File: src/rtl/core/spa_pkg.sv
// ----------------------------------------------------------------------------
// spa_pkg
// Shared types and constants for the sparse polynomial adder.
// ----------------------------------------------------------------------------
package spa_pkg;

   // store geometry
   localparam int MAX_TERMS = 32;
   localparam int IDX_W     = 5;   // index into one store
   localparam int CNT_W     = 6;   // count, holds MAX_TERMS itself

   // request action codes
   localparam logic [1:0] ACT_LOAD_A = 2'd0;
   localparam logic [1:0] ACT_LOAD_B = 2'd1;
   localparam logic [1:0] ACT_RUN    = 2'd2;

   // command kinds carried through the queue
   localparam logic [1:0] KIND_LOAD_A = 2'd0;
   localparam logic [1:0] KIND_LOAD_B = 2'd1;
   localparam logic [1:0] KIND_RUN    = 2'd2;

   // command queue
   localparam int QUEUE_DEPTH = 4;
   localparam int QPTR_W      = 2;
   localparam int QCNT_W      = 3;

   typedef struct packed {
      logic [1:0]          kind;
      logic signed [15:0]  coeff;
      logic [15:0]         exp;
   } cmd_type;

endpackage

File: src/rtl/core/spa_front.sv
// ----------------------------------------------------------------------------
// spa_front
// Accepts request items, decodes the action and pushes a command to the queue.
// ----------------------------------------------------------------------------
module spa_front
   import spa_pkg::*;
(
   input  logic                clock,
   input  logic                reset,
   input  logic                req_valid,
   output logic                req_ready,
   input  logic [1:0]          req_action,
   input  logic signed [15:0]  req_term_coeff,
   input  logic [15:0]         req_term_exp,
   input  logic                q_full,
   output logic                push_valid,
   output cmd_type             push_cmd
);

   // set once reset is released; no item is taken before that
   logic armed_ff, armed_in;

   assign armed_in = 1'b1;

   always_ff @(posedge clock) begin
      if (reset) begin
         armed_ff <= 1'b0;
      end else begin
         armed_ff <= armed_in;
      end
   end

   assign req_ready = armed_ff && !q_full;

   always_comb begin
      push_valid     = 1'b0;
      push_cmd.coeff = req_term_coeff;
      push_cmd.exp   = req_term_exp;
      push_cmd.kind  = KIND_LOAD_A;
      if (req_valid && req_ready) begin
         case (req_action)
            ACT_LOAD_A: begin
               push_valid    = 1'b1;
               push_cmd.kind = KIND_LOAD_A;
            end
            ACT_LOAD_B: begin
               push_valid    = 1'b1;
               push_cmd.kind = KIND_LOAD_B;
            end
            ACT_RUN: begin
               push_valid    = 1'b1;
               push_cmd.kind = KIND_RUN;
            end
            default: begin
               // unused action code: item taken and dropped
               push_valid = 1'b0;
            end
         endcase
      end
   end

endmodule

File: src/rtl/core/spa_queue.sv
// ----------------------------------------------------------------------------
// spa_queue
// Short command FIFO between the front and the back.
// ----------------------------------------------------------------------------
module spa_queue
   import spa_pkg::*;
(
   input  logic     clock,
   input  logic     reset,
   input  logic     push_valid,
   input  cmd_type  push_cmd,
   output logic     full,
   output logic     pop_valid,
   input  logic     pop,
   output cmd_type  pop_cmd
);

   cmd_type             entry_ff [QUEUE_DEPTH];
   logic [QPTR_W-1:0]   wr_ptr_ff, wr_ptr_in;
   logic [QPTR_W-1:0]   rd_ptr_ff, rd_ptr_in;
   logic [QCNT_W-1:0]   count_ff, count_in;
   logic                do_push, do_pop;

   assign full      = (count_ff == QCNT_W'(QUEUE_DEPTH));
   assign pop_valid = (count_ff != '0);
   assign pop_cmd   = entry_ff[rd_ptr_ff];

   assign do_push = push_valid && !full;
   assign do_pop  = pop && pop_valid;

   always_comb begin
      wr_ptr_in = do_push ? wr_ptr_ff + 1'b1 : wr_ptr_ff;
      rd_ptr_in = do_pop  ? rd_ptr_ff + 1'b1 : rd_ptr_ff;
      count_in  = count_ff;
      if (do_push && !do_pop) begin
         count_in = count_ff + 1'b1;
      end else if (do_pop && !do_push) begin
         count_in = count_ff - 1'b1;
      end
   end

   always_ff @(posedge clock) begin
      if (reset) begin
         wr_ptr_ff <= '0;
         rd_ptr_ff <= '0;
         count_ff  <= '0;
      end else begin
         wr_ptr_ff <= wr_ptr_in;
         rd_ptr_ff <= rd_ptr_in;
         count_ff  <= count_in;
      end
   end

   always_ff @(posedge clock) begin
      if (do_push) begin
         entry_ff[wr_ptr_ff] <= push_cmd;
      end
   end

endmodule

File: src/rtl/core/spa_back.sv
// ----------------------------------------------------------------------------
// spa_back
// Term stores, merge engine and result register.
// ----------------------------------------------------------------------------
module spa_back
   import spa_pkg::*;
(
   input  logic                clock,
   input  logic                reset,
   input  logic                q_valid,
   input  cmd_type             q_cmd,
   output logic                q_pop,
   output logic                rsp_valid,
   input  logic                rsp_ready,
   output logic signed [16:0]  rsp_sum_coeff,
   output logic [15:0]         rsp_sum_exp,
   output logic                rsp_last_term,
   output logic                rsp_empty_sum,
   output logic                rsp_overflow
);

   localparam logic ST_IDLE  = 1'b0;
   localparam logic ST_MERGE = 1'b1;

   // stores: {coeff, exp}
   logic [31:0]        mem_a [MAX_TERMS];
   logic [31:0]        mem_b [MAX_TERMS];
   logic [31:0]        rd_a_ff, rd_b_ff;

   logic               state_ff, state_in;
   logic [CNT_W-1:0]   cnt_a_ff, cnt_a_in, cnt_b_ff, cnt_b_in;
   logic [CNT_W-1:0]   i_ff, i_in, j_ff, j_in;
   logic               drop_ff, drop_in;
   logic               wr_a, wr_b;

   // held term: emitted once the next one (or the end) is known
   logic               pend_valid_ff, pend_valid_in;
   logic signed [16:0] pend_coeff_ff, pend_coeff_in;
   logic [15:0]        pend_exp_ff, pend_exp_in;

   logic               rsp_valid_ff, rsp_valid_in;
   logic signed [16:0] out_coeff_ff, out_coeff_in;
   logic [15:0]        out_exp_ff, out_exp_in;
   logic               out_last_ff, out_last_in;
   logic               out_empty_ff, out_empty_in;
   logic               out_ovf_ff, out_ovf_in;
   logic               out_load, out_free;

   logic signed [16:0] a_coeff, b_coeff, ab_sum;
   logic [15:0]        a_exp, b_exp;
   logic               a_has, b_has;

   assign a_coeff = 17'(signed'(rd_a_ff[31:16]));
   assign b_coeff = 17'(signed'(rd_b_ff[31:16]));
   assign a_exp   = rd_a_ff[15:0];
   assign b_exp   = rd_b_ff[15:0];
   assign ab_sum  = a_coeff + b_coeff;
   assign a_has   = (i_ff < cnt_a_ff);
   assign b_has   = (j_ff < cnt_b_ff);
   assign out_free = !rsp_valid_ff || rsp_ready;

   always_comb begin
      state_in      = state_ff;
      cnt_a_in      = cnt_a_ff;
      cnt_b_in      = cnt_b_ff;
      i_in          = i_ff;
      j_in          = j_ff;
      drop_in       = drop_ff;
      wr_a          = 1'b0;
      wr_b          = 1'b0;
      q_pop         = 1'b0;
      pend_valid_in = pend_valid_ff;
      pend_coeff_in = pend_coeff_ff;
      pend_exp_in   = pend_exp_ff;
      out_load      = 1'b0;
      out_coeff_in  = pend_coeff_ff;
      out_exp_in    = pend_exp_ff;
      out_last_in   = 1'b0;
      out_empty_in  = 1'b0;
      out_ovf_in    = drop_ff;

      case (state_ff)
         ST_IDLE: begin
            if (q_valid) begin
               q_pop = 1'b1;
               case (q_cmd.kind)
                  KIND_LOAD_A: begin
                     if (cnt_a_ff < CNT_W'(MAX_TERMS)) begin
                        wr_a     = 1'b1;
                        cnt_a_in = cnt_a_ff + 1'b1;
                     end else begin
                        drop_in = 1'b1;
                     end
                  end
                  KIND_LOAD_B: begin
                     if (cnt_b_ff < CNT_W'(MAX_TERMS)) begin
                        wr_b     = 1'b1;
                        cnt_b_in = cnt_b_ff + 1'b1;
                     end else begin
                        drop_in = 1'b1;
                     end
                  end
                  KIND_RUN: begin
                     // heads at index 0 are read at this edge
                     state_in = ST_MERGE;
                  end
                  default: begin
                     state_in = ST_IDLE;
                  end
               endcase
            end
         end
         ST_MERGE: begin
            if (out_free) begin
               if (!a_has && !b_has) begin
                  out_load    = 1'b1;
                  out_last_in = 1'b1;
                  if (!pend_valid_ff) begin
                     out_coeff_in = '0;
                     out_exp_in   = '0;
                     out_empty_in = 1'b1;
                  end
                  cnt_a_in      = '0;
                  cnt_b_in      = '0;
                  drop_in       = 1'b0;
                  i_in          = '0;
                  j_in          = '0;
                  pend_valid_in = 1'b0;
                  state_in      = ST_IDLE;
               end else begin
                  logic               take_a, take_b, new_valid;
                  logic signed [16:0] new_coeff;
                  logic [15:0]        new_exp;
                  take_a    = 1'b0;
                  take_b    = 1'b0;
                  new_valid = 1'b1;
                  new_coeff = a_coeff;
                  new_exp   = a_exp;
                  if (a_has && b_has) begin
                     if (a_exp > b_exp) begin
                        take_a = 1'b1;
                     end else if (a_exp < b_exp) begin
                        take_b    = 1'b1;
                        new_coeff = b_coeff;
                        new_exp   = b_exp;
                     end else begin
                        take_a    = 1'b1;
                        take_b    = 1'b1;
                        new_coeff = ab_sum;
                        new_valid = (ab_sum != '0);
                     end
                  end else if (a_has) begin
                     take_a = 1'b1;
                  end else begin
                     take_b    = 1'b1;
                     new_coeff = b_coeff;
                     new_exp   = b_exp;
                  end
                  i_in = take_a ? i_ff + 1'b1 : i_ff;
                  j_in = take_b ? j_ff + 1'b1 : j_ff;
                  if (new_valid) begin
                     out_load      = pend_valid_ff;
                     pend_valid_in = 1'b1;
                     pend_coeff_in = new_coeff;
                     pend_exp_in   = new_exp;
                  end
               end
            end
         end
         default: begin
            state_in = ST_IDLE;
         end
      endcase

      if (out_load) begin
         rsp_valid_in = 1'b1;
      end else if (rsp_ready) begin
         rsp_valid_in = 1'b0;
      end else begin
         rsp_valid_in = rsp_valid_ff;
      end
   end

   always_ff @(posedge clock) begin
      if (reset) begin
         state_ff      <= ST_IDLE;
         cnt_a_ff      <= '0;
         cnt_b_ff      <= '0;
         i_ff          <= '0;
         j_ff          <= '0;
         drop_ff       <= 1'b0;
         pend_valid_ff <= 1'b0;
         rsp_valid_ff  <= 1'b0;
      end else begin
         state_ff      <= state_in;
         cnt_a_ff      <= cnt_a_in;
         cnt_b_ff      <= cnt_b_in;
         i_ff          <= i_in;
         j_ff          <= j_in;
         drop_ff       <= drop_in;
         pend_valid_ff <= pend_valid_in;
         rsp_valid_ff  <= rsp_valid_in;
      end
   end

   always_ff @(posedge clock) begin
      pend_coeff_ff <= pend_coeff_in;
      pend_exp_ff   <= pend_exp_in;
      if (out_load) begin
         out_coeff_ff <= out_coeff_in;
         out_exp_ff   <= out_exp_in;
         out_last_ff  <= out_last_in;
         out_empty_ff <= out_empty_in;
         out_ovf_ff   <= out_ovf_in;
      end
   end

   // store A: one write, one registered read at the next head index
   always_ff @(posedge clock) begin
      if (wr_a) begin
         mem_a[cnt_a_ff[IDX_W-1:0]] <= {q_cmd.coeff, q_cmd.exp};
      end
      rd_a_ff <= mem_a[i_in[IDX_W-1:0]];
   end

   // store B
   always_ff @(posedge clock) begin
      if (wr_b) begin
         mem_b[cnt_b_ff[IDX_W-1:0]] <= {q_cmd.coeff, q_cmd.exp};
      end
      rd_b_ff <= mem_b[j_in[IDX_W-1:0]];
   end

   assign rsp_valid     = rsp_valid_ff;
   assign rsp_sum_coeff = out_coeff_ff;
   assign rsp_sum_exp   = out_exp_ff;
   assign rsp_last_term = out_last_ff;
   assign rsp_empty_sum = out_empty_ff;
   assign rsp_overflow  = out_ovf_ff;

endmodule

File: src/rtl/core/sparse_polynomial_add_top.sv
// A load passes the queue and is stored when the back end pops it; a run's
//   first term passes the queue, store reads, held term and result register
//   (back end idle). Loads are taken one per cycle while the queue is not
//   full; a run holds the back end for its pop, at most a step per term
//   and a closing step, plus rsp_ready stalls; at most one term per cycle.
// Reset: synchronous, active high; clears counts, overflow flag and queue.
// ----------------------------------------------------------------------------
// sparse_polynomial_add_top
// Sparse polynomial adder: loads two term lists, merges them on a run.
// ----------------------------------------------------------------------------
module sparse_polynomial_add_top
   import spa_pkg::*;
(
   input  logic                clock,
   input  logic                reset,
   // request channel
   input  logic                req_valid,
   output logic                req_ready,
   input  logic [1:0]          req_action,
   input  logic signed [15:0]  req_term_coeff,
   input  logic [15:0]         req_term_exp,
   // result channel
   output logic                rsp_valid,
   input  logic                rsp_ready,
   output logic signed [16:0]  rsp_sum_coeff,
   output logic [15:0]         rsp_sum_exp,
   output logic                rsp_last_term,
   output logic                rsp_empty_sum,
   output logic                rsp_overflow
);

   // front -> queue
   logic     push_valid;
   cmd_type  push_cmd;
   logic     q_full;

   // queue -> back
   logic     q_valid;
   logic     q_pop;
   cmd_type  q_cmd;

   // Front end: decodes each item; unknown actions are taken and dropped.
   spa_front u_front (
      .clock          (clock),
      .reset          (reset),
      .req_valid      (req_valid),
      .req_ready      (req_ready),
      .req_action     (req_action),
      .req_term_coeff (req_term_coeff),
      .req_term_exp   (req_term_exp),
      .q_full         (q_full),
      .push_valid     (push_valid),
      .push_cmd       (push_cmd)
   );

   // Command queue: lets up to QUEUE_DEPTH commands arrive while a run drains.
   spa_queue u_queue (
      .clock      (clock),
      .reset      (reset),
      .push_valid (push_valid),
      .push_cmd   (push_cmd),
      .full       (q_full),
      .pop_valid  (q_valid),
      .pop        (q_pop),
      .pop_cmd    (q_cmd)
   );

   // Back end: stores, in-order merge, and the result register. One term is
   // held back so the last one of a run can be flagged once the end is seen.
   // No items are taken from the queue while a run is in progress.
   spa_back u_back (
      .clock         (clock),
      .reset         (reset),
      .q_valid       (q_valid),
      .q_cmd         (q_cmd),
      .q_pop         (q_pop),
      .rsp_valid     (rsp_valid),
      .rsp_ready     (rsp_ready),
      .rsp_sum_coeff (rsp_sum_coeff),
      .rsp_sum_exp   (rsp_sum_exp),
      .rsp_last_term (rsp_last_term),
      .rsp_empty_sum (rsp_empty_sum),
      .rsp_overflow  (rsp_overflow)
   );

endmodule

File: config.mk
export PLATFORM = sky130hd
export DESIGN_NAME = sparse_polynomial_add_top
export DESIGN_NICKNAME = d
export VERILOG_FILES = /design/src/rtl/core/spa_pkg.sv /design/src/rtl/core/spa_front.sv /design/src/rtl/core/spa_queue.sv /design/src/rtl/core/spa_back.sv /design/src/rtl/core/sparse_polynomial_add_top.sv
export SDC_FILE = /design/constraint.sdc
export NUM_CORES = 2
export LEC_CHECK = 0
export ABC_AREA = 1
export BUFFER_PORTS_ARGS = -buffer_cell sky130_fd_sc_hd__buf_2
export CORE_MARGIN = 4
export CORE_UTILIZATION = 50
export DETAILED_ROUTE_END_ITERATION = 10
export PLACE_DENSITY = 0.65
export SYNTH_ARGS = -nofsm -noshare
export SYNTH_HDL_FRONTEND = slang
export SYNTH_HIERARCHICAL = 1
export SYNTH_SLANG_ARGS = --single-unit
File: constraint.sdc
create_clock -name clock -period 4.4 [get_ports clock]
set_input_delay 1.1 -clock clock [delete_from_list [all_inputs] [get_ports clock]]
set_output_delay 1.1 -clock clock [all_outputs]
set_load 0.01 [all_outputs]
==> results.yml <==
status:
  status: "complete, no violations"
timing:
  tightest_slew_ns: 1.05
  max_slew_margin_pct: 29.8
  skew_ns: 0.0568
  fin_setup_tns_ns: 0
  timing.final.crit_share_pct: 96.5
  rsz0062_at_grt: "false"
  min_period_ns: 4.25
  timing.final.ws_setup_ns: 0.154
  hold_viol: 0
  max_freq_ghz: 0.235
  setup_viol_count_final: 0
  report.final.slew_viol_count: 0
final_layout:
  fin_nets: 9822
  area_delta_synth_final_pct: 12.7
  design_area_um2: 118000
  drive_gt1_share_pct: 9.39
  final_common_cell: "edfxtp_1"
  utilization_pct: 56.8
  nFillCells: 16958
  layout_common_cells: "edfxtp_1 (2253), nand3_1 (1705), inv_1 (1641)"
routing:
  via_per_inst: 5.76
  totalWireLength_mm: 305
  routed-via-count: 73249
  drt-wirelength-per-cell_um: 24.0
  route.detailed.drc: 0
  ant_nets: 0
  drt-initial-drc-count: 10096
  firstDrtPassIters: 6
clocking:
  cts_tree: "built"
  cts_num_sinks: 2355
  root_buffer: "clkbuf_16"
  clock_latency_ns: 0.92
  clk_pin_slew_ns: 0.07
  numCtsBuffers: 234
  h-tree-depth: 4
  cts_hold_buf: 0
  max-clock-path-buffers: 3
pwr:
  p_per_area_nw_per_um2: 581
  power.leakage_nw: 46.5
  p_int_mw: 44.2
  p_sw_share_pct: 35.2
  switchingPower_mw: 24.1
  p_comb_share_pct: 28.4
  pwr-share-seq_pct: 43.2
  clkPwrFrac_pct: 28.5
  ir_drop_mv: 0.500
synth:
  synth-seq-cells: 2355
  ys_types: 53
  yosysSeqAreaShare_pct: 66.8
  syn-instance-count: 9705
  syn_area_per_cell_um2: 10.8
  syn_area_um2: 104000
  yosysWarningCount: 6
  synth_fp_nets: 9802
setup_path:
  required_ns: 5.06
  arrival_ns: 4.91
  start_kind: "flop"
  reg2reg_depth: 23
  end_kind: "flop"
  path_class: "reg -> reg"
  path_max_fanout: 18
placement:
  pre_cts_ws_ns: 0.188
  placed_area_um2: 110000
  gp_congestion: 0.923
  numPortBuffers: 75
  dp_hpwl_mm: 176
hold_path:
  hold_class: "in -> reg"
  hold_depth: 1
floorplanning:
  rows: 167
  ioPinCount: 76
  coreArea_um2: 207000
  die_area_um2: 216000
  initial_core_util_pct: 50.4
  die_h_um: 465
  die_w_um: 465
global_route:
  grt_pass1_vias: 69008
  antenna_found_initial: 18
  grt_util_all_layers_pct: 27.7
  grt_first_pass_wirelength_mm: 449
  grt_max_degree: 123
  overflow: 0
job:
  drv_cap: 0
-- power groups by stage --
stage	Sequential, mW	Combinational (mW)	Clock [mW]
floorplan	29.7	10.8	0
global placement	29.9	18.6	0
detailed placement	29.9	18.9	0
CTS	29.5	19.0	19.7
global route	29.5	20.8	20.6
finish	29.5	19.4	19.4
-- worst max-delay path: stages (launching register included) --
cell and delay, ns:
dfxtp_1 0.53, inv_1 0.16, ha_1 0.31, nand2_1 0.08, inv_1 0.04, nand2_1 0.05, nand2_1 0.06, nand2_1 0.06
nand2_1 0.07, nand2_1 0.09, nand2_1 0.12, nand3_2 0.19, nand3_2 0.25, nand2_8 0.24, buf_12 0.22, buf_4 0.24
buf_4 0.18, nand4_1 0.12, nand3_1 0.14, nand3_1 0.08, nand3_1 0.27, nand2_1 0.09, nand2_1 0.06, nand2_1 0.27
-- routing by layer --
metal / global-route usage [%] / wire length [um] / up-vias / part of all wire [%]
li1: - / - / 32948 / -
met1: 40.0 / 125000 / 35677 / 41
met2: 42.1 / 136000 / 4063 / 45
met3: 5.15 / 33700 / 553 / 11
met4: 9.67 / 10400 / 8 / 3.4
met5: 0 / 55 / - / 0.018
-- cell families after synthesis --
group / Yosys count / synth area share (%)
AND/OR/NAND/NOR: 4713 / 21.8
flip-flops: 2355 / 66.8
buffers and inverters: 2304 / 9.00
AO/OA/AOI/OAI: 250 / 1.47
adder cells (fa/ha/maj): 59 / 0.722
XOR/XNOR: 23 / 0.193
multiplexers: 1 / 0.0108
-- registers in the layout, indices dropped and copies added, names as in the netlist, 2 cells and up, named ones only --
signal	count
u_back/cnt_a_ff	6
u_back/rsp_sum_coeff	17
u_queue/wr_ptr_ff	2
u_back/cnt_b_ff	6
u_back/rd_b_ff	32
u_back/pend_exp_ff	16
u_back/j_ff	6
u_back/i_ff	6
u_back/rd_a_ff	32
u_back/mem_b	1024
u_back/rsp_sum_exp	16
u_queue/entry_ff	136
u_queue/count_ff	3
u_queue/rd_ptr_ff	2
u_back/pend_coeff_ff	17
u_back/mem_a	1024
-- Yosys cell counts, drive strengths merged --
library cell,count,area (um^2)
o211ai,8,60.1
o21bai,2,15.0
nor3b,2,15.0
a221oi,2,17.5
a22o,1,8.76
nand3,1712,8610
a21o,4,30.0
o2111ai,1,8.76
nand2,1643,6180
inv,1655,6220
xnor2,5,43.8
o21ai,118,594
ha,57,713
a2111oi,1,8.76
fa,2,40.0
and3,1,6.26
clkbuf,191,719
a32o,1,10.0
o22ai,34,338
nand4,488,3060
buf,458,2460
nand3b,417,3130
mux2,1,11.3
edfxtp,2253,67700
a221o,1,10.0
o21a,1,7.51
a21boi,2,15.0
nor2,441,1730
nor3,9,45.0
a31oi,3,18.8
a22oi,11,87.6
o31ai,3,22.5
a21oi,57,285
dfxtp,102,2040
xor2,18,158
-- per-stage QoR --
step	cells	hold slack [ns]	total power [mW]
2_1_floorplan	9705	0.402	40.5
5_1_grt	12717	0.385	70.9
4_1_cts	12713	0.342	68.1
3_3_place_gp	12274	0.479	48.5
6_report	12718	0.402	68.3
3_5_place_dp	12274	0.475	48.8
-- worst paths after layout --
kind | start | to | slack [ns]
max | u_back/rd_b_ff[3] | u_back/rd_b_ff[15] | 0.15
min | req_term_coeff[15] | u_queue/entry_ff[1][31] | 0.40
max reg2reg | u_back/rd_b_ff[3] | u_back/rd_b_ff[15] | 0.15
min reg2reg | u_back/drop_ff | u_back/rsp_overflow | 0.50
-- layout make-up --
class / instances / area (um^2) / share of cell area [%]
repair buffers: 433 / 4550 / 3.87
flip-flops and latches: 2355 / 69700 / 59.2
diodes: 2 / 5.00 / 0.00425
clock inverters: 151 / 1350 / 1.15
well taps: 2788 / 3490 / 2.96
multi-input cells: 5046 / 26200 / 22.3
clock buffers: 288 / 6110 / 5.19
inverters: 1655 / 6240 / 5.31
-- timing repair --
action	4_1_cts	5_1_grt
endpoints found under the setup margin	0	3
buffers inserted	0	3
gates resized for setup	0	2
Power figures use the tool's default switching activity.
